`config.mk`:
```
export PLATFORM = sky130hd
export DESIGN_NAME = sha256md_round
export DESIGN_NICKNAME = d
export VERILOG_FILES = /design/src/rtl/sha256md_pkg.sv /design/src/rtl/sha256md_round.sv
export SDC_FILE = /design/constraint.sdc
export NUM_CORES = 2
export LEC_CHECK = 0
export ABC_AREA = 1
export BUFFER_PORTS_ARGS = -buffer_cell sky130_fd_sc_hd__buf_2
export CORE_UTILIZATION = 40
export CTS_CLUSTER_SIZE = 40
export DETAILED_ROUTE_END_ITERATION = 12
export PLACE_DENSITY_LB_ADDON = 0.12
export REMOVE_ABC_BUFFERS = 1
export SYNTH_ARGS = -nofsm -noshare
export SYNTH_HDL_FRONTEND = slang
export SYNTH_SLANG_ARGS = --single-unit
```
`constraint.sdc`:
```
create_clock -name clock -period 22.7 [get_ports clock]
set_input_delay 4.54 -clock clock [delete_from_list [all_inputs] [get_ports clock]]
set_output_delay 4.54 -clock clock [all_outputs]
set_load 0.005 [all_outputs]
```
`src/rtl/sha256md_pkg.sv`:
```
// types, constants and mixing functions for the sha-256 digest block
// no dependencies
package sha256md_pkg;

   typedef struct packed {
      logic [63:0] message_word;
      logic [3:0]  byte_count;
      logic        is_last;
   } req_data_type;

   typedef struct packed {
      logic [63:0] digest_part;
      logic [1:0]  part_index;
      logic        last_part;
   } rsp_data_type;

   // sequencer to round unit
   typedef struct packed {
      logic start;
      logic init_chain;
   } rnd_ctl_type;

   // round unit to sequencer
   typedef struct packed {
      logic done;
   } rnd_sts_type;

   localparam logic [31:0] INIT_HASH [8] = '{
      32'h6a09e667, 32'hbb67ae85, 32'h3c6ef372, 32'ha54ff53a,
      32'h510e527f, 32'h9b05688c, 32'h1f83d9ab, 32'h5be0cd19
   };

   localparam logic [31:0] ROUND_K [64] = '{
      32'h428a2f98, 32'h71374491, 32'hb5c0fbcf, 32'he9b5dba5,
      32'h3956c25b, 32'h59f111f1, 32'h923f82a4, 32'hab1c5ed5,
      32'hd807aa98, 32'h12835b01, 32'h243185be, 32'h550c7dc3,
      32'h72be5d74, 32'h80deb1fe, 32'h9bdc06a7, 32'hc19bf174,
      32'he49b69c1, 32'hefbe4786, 32'h0fc19dc6, 32'h240ca1cc,
      32'h2de92c6f, 32'h4a7484aa, 32'h5cb0a9dc, 32'h76f988da,
      32'h983e5152, 32'ha831c66d, 32'hb00327c8, 32'hbf597fc7,
      32'hc6e00bf3, 32'hd5a79147, 32'h06ca6351, 32'h14292967,
      32'h27b70a85, 32'h2e1b2138, 32'h4d2c6dfc, 32'h53380d13,
      32'h650a7354, 32'h766a0abb, 32'h81c2c92e, 32'h92722c85,
      32'ha2bfe8a1, 32'ha81a664b, 32'hc24b8b70, 32'hc76c51a3,
      32'hd192e819, 32'hd6990624, 32'hf40e3585, 32'h106aa070,
      32'h19a4c116, 32'h1e376c08, 32'h2748774c, 32'h34b0bcb5,
      32'h391c0cb3, 32'h4ed8aa4a, 32'h5b9cca4f, 32'h682e6ff3,
      32'h748f82ee, 32'h78a5636f, 32'h84c87814, 32'h8cc70208,
      32'h90befffa, 32'ha4506ceb, 32'hbef9a3f7, 32'hc67178f2
   };

   function automatic logic [31:0] big_sigma0(input logic [31:0] x);
      big_sigma0 = {x[1:0], x[31:2]} ^ {x[12:0], x[31:13]} ^ {x[21:0], x[31:22]};
   endfunction

   function automatic logic [31:0] big_sigma1(input logic [31:0] x);
      big_sigma1 = {x[5:0], x[31:6]} ^ {x[10:0], x[31:11]} ^ {x[24:0], x[31:25]};
   endfunction

   function automatic logic [31:0] small_sigma0(input logic [31:0] x);
      small_sigma0 = {x[6:0], x[31:7]} ^ {x[17:0], x[31:18]} ^ {3'b000, x[31:3]};
   endfunction

   function automatic logic [31:0] small_sigma1(input logic [31:0] x);
      small_sigma1 = {x[16:0], x[31:17]} ^ {x[18:0], x[31:19]} ^ {10'd0, x[31:10]};
   endfunction

endpackage

```
`src/rtl/sha256md_round.sv`:
```
// sha-256 compression unit: one round per cycle for 64 rounds, then the chain update
// depends on sha256md_pkg
module sha256md_round (
   input  logic                      clock,
   input  logic                      reset,
   input  sha256md_pkg::rnd_ctl_type ctl,
   input  logic [511:0]              block,
   output sha256md_pkg::rnd_sts_type sts,
   output logic [255:0]              chain
);

   logic [31:0] chain_ff [8];
   logic [31:0] chain_in [8];
   logic [31:0] var_ff [8];
   logic [31:0] var_in [8];
   logic [31:0] win_ff [16];
   logic [31:0] win_in [16];
   logic [5:0]  round_ff, round_in;
   logic        busy_ff, busy_in;
   logic        fin_ff, fin_in;

   logic [31:0] t1, t2, ch, maj, w_new;

   assign ch    = (var_ff[4] & var_ff[5]) ^ (~var_ff[4] & var_ff[6]);
   assign maj   = (var_ff[0] & var_ff[1]) ^ (var_ff[0] & var_ff[2]) ^ (var_ff[1] & var_ff[2]);
   assign t1    = var_ff[7] + sha256md_pkg::big_sigma1(var_ff[4]) + ch
                  + sha256md_pkg::ROUND_K[round_ff] + win_ff[0];
   assign t2    = sha256md_pkg::big_sigma0(var_ff[0]) + maj;
   // schedule word sixteen places ahead of the current one
   assign w_new = sha256md_pkg::small_sigma1(win_ff[14]) + win_ff[9]
                  + sha256md_pkg::small_sigma0(win_ff[1]) + win_ff[0];

   always_comb begin
      chain_in = chain_ff;
      var_in   = var_ff;
      win_in   = win_ff;
      round_in = round_ff;
      busy_in  = busy_ff;
      fin_in   = 1'b0;
      if (ctl.start) begin
         for (int i = 0; i < 8; i++) begin
            var_in[i] = chain_ff[i];
         end
         for (int i = 0; i < 16; i++) begin
            win_in[i] = block[511 - 32*i -: 32];
         end
         round_in = 6'd0;
         busy_in  = 1'b1;
      end else if (busy_ff) begin
         var_in[7] = var_ff[6];
         var_in[6] = var_ff[5];
         var_in[5] = var_ff[4];
         var_in[4] = var_ff[3] + t1;
         var_in[3] = var_ff[2];
         var_in[2] = var_ff[1];
         var_in[1] = var_ff[0];
         var_in[0] = t1 + t2;
         for (int i = 0; i < 15; i++) begin
            win_in[i] = win_ff[i+1];
         end
         win_in[15] = w_new;
         round_in   = round_ff + 6'd1;
         if (round_ff == 6'd63) begin
            busy_in = 1'b0;
            fin_in  = 1'b1;
         end
      end
      if (fin_ff) begin
         for (int i = 0; i < 8; i++) begin
            chain_in[i] = chain_ff[i] + var_ff[i];
         end
      end
      if (ctl.init_chain) begin
         chain_in = sha256md_pkg::INIT_HASH;
      end
   end

   always_ff @(posedge clock) begin
      if (reset) begin
         chain_ff <= sha256md_pkg::INIT_HASH;
         round_ff <= 6'd0;
         busy_ff  <= 1'b0;
         fin_ff   <= 1'b0;
      end else begin
         chain_ff <= chain_in;
         round_ff <= round_in;
         busy_ff  <= busy_in;
         fin_ff   <= fin_in;
      end
   end

   always_ff @(posedge clock) begin
      var_ff <= var_in;
      win_ff <= win_in;
   end

   assign sts.done = fin_ff;

   always_comb begin
      for (int i = 0; i < 8; i++) begin
         chain[255 - 32*i -: 32] = chain_ff[i];
      end
   end

endmodule

```
# After elaboration in Yosys (flattened, before gate mapping)

Memories as Yosys holds them, arrays and structs flattened.
Index checks and enable logic that the tools add are counted.

Bits in registers: 1032
Bits in read-only memories: 2048
Bits of input ports: 516
Output and inout port bits: 257
Logic and storage cells: 90
Memories kept: 1

Add/subtract/negate cells: 19
Magnitude comparators: 1
Equal/unequal tests: 1
Muxes and demuxes: 10
Bitwise gates (word level): 19
Reduce and logical (&&, ||, !) cells: 4

Memories:

| memory          | words | width | rd ports | clocked after memory_dff | write ports | line                 | source |
|---|---|---|---|---|---|---|---|
| (no name shown) | 64    | 32    | 1        | 0                        | 0           | sha256md_round.sv:27 | `+ sha256md_pkg::ROUND_K[round_ff] + win_ff[0];` |

Operator list:

| operator            | count |
|---|---|
| $mux 512            | 2 |
| $add 32x32->32      | 18 |
| $mux 256            | 2 |
| $xor 32x32->32      | 9 |
| $and 32x32->32      | 5 |
| $mux 32             | 2 |
| $not 32->32         | 1 |
| $xor 32x22->32      | 1 |
| $xor 32x29->32      | 1 |
| $ge 7x7->1 const B  | 1 |
| $not 6->7           | 1 |
| $add 6x1->6 const B | 1 |
| $eq 6x6->1 const B  | 1 |
| $mux 1              | 4 |
| $reduce_or 2->1     | 2 |
| $reduce_or 3->1     | 1 |
| $reduce_bool 2->1   | 1 |
| $not 1->1           | 1 |

# Logic depth before layout (Yosys ltp)

Depth in word-level cells: 9
Gate-level depth with buffers: 42
Mapped depth without buffers: 41

# Worst setup path after synthesis

OpenSTA, ideal clock, no wires.

Path type: input to register
Start: in ctl[1] (netlist bit)
End: reg var_ff[0] (netlist bit) (enable)
Library setup time: 5.334 ns
Arrival: 17.743 ns
Required time: 17.366 ns
Setup slack: -0.377 ns
Stages: 5
Buffers on the path: 3
Cell sequence: buf_2 > inv_2 > clkbuf_1 > clkbuf_1 > nand2_1

Longest elaborated chain between the ends: 1

Ends and longest elaborated chain:

| item                        | line                 | source |
|---|---|---|
| start, declared             | sha256md_round.sv:6  | `input sha256md_pkg::rnd_ctl_type ctl,` |
| $reduce_bool 2->1 (no line) | n/a                  |  |
| end signal, assigned        | sha256md_round.sv:93 | `var_ff <= var_in;` |
| end, declared               | sha256md_round.sv:14 | `logic [31:0] var_ff [8];` |

Every way passes these cells.
A chain may end at the register's enable or synchronous reset.

==> out/qor.yml <==
drt-total-wl_mm: 328
ant_nets: 0
yosys.area.top_type: "edfxtp_1"
placed_cell_area_um2: 80100
ys_top_cells_by_area: "edfxtp_1, nand2_1, dfxtp_1"
die-area_um2: 186000
die_h_um: 432
area_growth_pct: 14.1
clk_pin_slew_ns: 0.06
clock_latency_ns: 0.83
critPathLaunch: "round_ff[0]"
reg2reg_depth: 33
root_buffer: "clkbuf_16"
avgViaCountPerCell: 5.44
max_stage_delay_ns: 0.63
status: "finished clean"
postCtsSetupBuffers: 0
max_freq_mhz: 120
drtIter0Drc: 7064
yosysSeqAreaShare: 0.384
tightestPinTransition_ns: 1.39
synthFlopType: "edfxtp_1"
cts_hold_buf: 0
min_period_ns: 8.34
reg2reg_slack_ns: 14.36
grt_antenna_before_repair: 45
nNetsFinal: 11500
layout_worst_path_cycle_share: 0.367
hp-class: "flip-flop to flip-flop"
drc_errors: 0
holdWs_ns: 0.500
path_class: "flip-flop to flip-flop"
cap_violations: 0
hold_viol_final: 0
async_flop_share: 0
worst-endpoint-arrival_ns: 8.84
cts_buffers: 120
synth_edf_count: 768
slowest_stage: "dfxtp_1"
worst_setup_path_end_kind: "flip-flop"
fin_area_um2: 84300
yosysUniqueCellTypes: 63
gr-total-overflow: 0
io_pins: 773
r2r-start: "round_ff[0]"
ys_seq_elements: 1032
yosysTopAreaCellShare: 0.312
drive_gt1_frac: 0.107
dr.pass1.iters: 7
clock_path_buffers: 3
rsz0062_at_grt: "no"
io_buffers: 772
htreeDepth: 3
clock_skew_ns: 0.0536
grt_pass1_wl_mm: 463
grt_max_degree: 187
cts_tree: "yes"
finalSetupViolCount: 0
initial_core_util: 0.403
cts_resized: 0
gp_congestion: 1.02
clkSinkCount: 1032
row_count: 157
worst_ep_required_time_ns: 23.20
crit_end: "var_ff[240]"
hpwl_mm: 264
track_usage: 0.341
drv_slew: 0
synth_area_per_cell_um2: 7.61
coreArea_um2: 183000
syn_inst: 9698
syn_area_um2: 73800
slew_headroom: 0.0708
worstPathMaxFanout: 12
post_drt_wl_per_cell_um: 25.4
tns_ns: 0
critical_path.startpoint_type: "flip-flop"
vias: 70400
grt_pass1_vias: 66300
die_x_um: 432
yosysWarnings: 0
r2r_end: "var_ff[240]"
[sequential cells by signal, indices dropped and copies added, names as in the netlist]
signal and count:
win_ff 512, chain 256, var_ff 256, round_ff 6, busy_ff 1, sts 1
[worst min path at each step]
stage                           start     endpoint  slack, ns  cells after the start
after global routing      win_ff[164]  win_ff[196]       0.52                      2
after global placement     win_ff[95]  win_ff[127]       0.49                      2
after CTS                 win_ff[164]  win_ff[196]       0.50                      2
after floorplan               busy_ff  round_ff[1]       0.48                      1
after detailed placement  win_ff[160]  win_ff[192]       0.49                      2
final                     win_ff[164]  win_ff[196]       0.50                      2
[per-stage QoR]
| stage | std cells | util | worst slack [ns] |
|---|---|---|---|
| 6_report | 12900 | 0.460 | 14.36 |
| 5_1_grt | 12900 | 0.460 | 14.05 |
| 4_1_cts | 12900 | 0.460 | 14.57 |
| 3_5_place_dp | 12700 | 0.437 | 13.70 |
| 3_3_place_gp | 12700 | 0.437 | 13.69 |
| 2_1_floorplan | 9392 | - | -14.50 |
[cells in the mapped netlist, types with 12 or more instances]
cell type	count
dfxtp_1	264
nand4_1	75
ha_1	395
a21oi_1	684
xor2_1	210
xnor2_1	166
buf_2	19
nand3_1	376
fa_1	195
o211ai_1	30
edfxtp_1	768
a21boi_0	23
o21ai_1	70
nand2_1	2967
or2_2	56
or2_1	16
o31ai_1	13
nor2_1	632
inv_2	16
a21o_1	50
nand3b_1	15
nor3_1	77
clkbuf_1	258
o21bai_1	56
inv_1	1239
buf_1	28
o221ai_1	24
a221oi_1	12
o21ai_0	762
nor4_1	31
a31oi_1	46
o21a_1	19
[cell families (layout without fill, tap and decap cells)]
logic type                 count (synthesis)  after routing  synth area share
DFF                                     1032           1032             0.384
and+or+nand+nor                         4265           4265             0.232
xor gates and xnor gates                 376            376            0.0446
AOI/OAI and AO/OA                       1872           1872             0.140
buffers and inverters                   1563           2314            0.0799
other                                      0             17                 0
adders and majority gates                590            590             0.120
[critical path, delay by kind of cell, from the launching register on]
family / cells / cell delay [ns]
buffers and inverters: 8 / 1.04
adder cells (fa/ha/maj): 6 / 2.48
XOR/XNOR: 2 / 0.82
AO/OA/AOI/OAI: 5 / 1.42
flip-flops: 1 / 0.63
AND/OR/NAND/NOR: 12 / 1.63
[metal layers]
layer	GRT usage	share of wire
met1	0.476	0.45
met2	0.530	0.45
met3	0.0519	0.069
met4	0.128	0.040
met5	0	0.00045
[cells in the final DEF (no fill, tap or decap), types with 32 or more instances in the layout]
cell type  netlist  routed
a21oi_1        684     684
or2_2           56      56
o21ai_1         70      70
buf_2           19     771
a21o_1          50      50
nand2_1       2967    2966
buf_4            0      55
xnor2_1        166     166
nor2_1         632     631
clkbuf_16        0     121
o21bai_1        56      56
edfxtp_1       768     768
nand4_1         75      75
dfxtp_1        264     262
nand3_1        376     376
nor3_1          77      77
ha_1           395     395
xor2_1         210     210
clkbuf_1       258      32
o21ai_0        762     762
fa_1           195     195
inv_1         1239    1237
a31oi_1         46      46
[area by class of cell]
class / instances / area (um^2)
flip-flops and latches: 1032 / 28400
fillers: 18800 / 99000
clock buffers: 157 / 3200
clock inverters: 70 / 891
diodes: 17 / 42.5
inverters: 1257 / 4740
well taps: 2464 / 3080
repair buffers: 830 / 4350
multi-input cells: 7103 / 39600
Power is left out: the tool's default activity adds up to more than one toggle a clock period on the data nets, which glitch-free logic cannot reach.
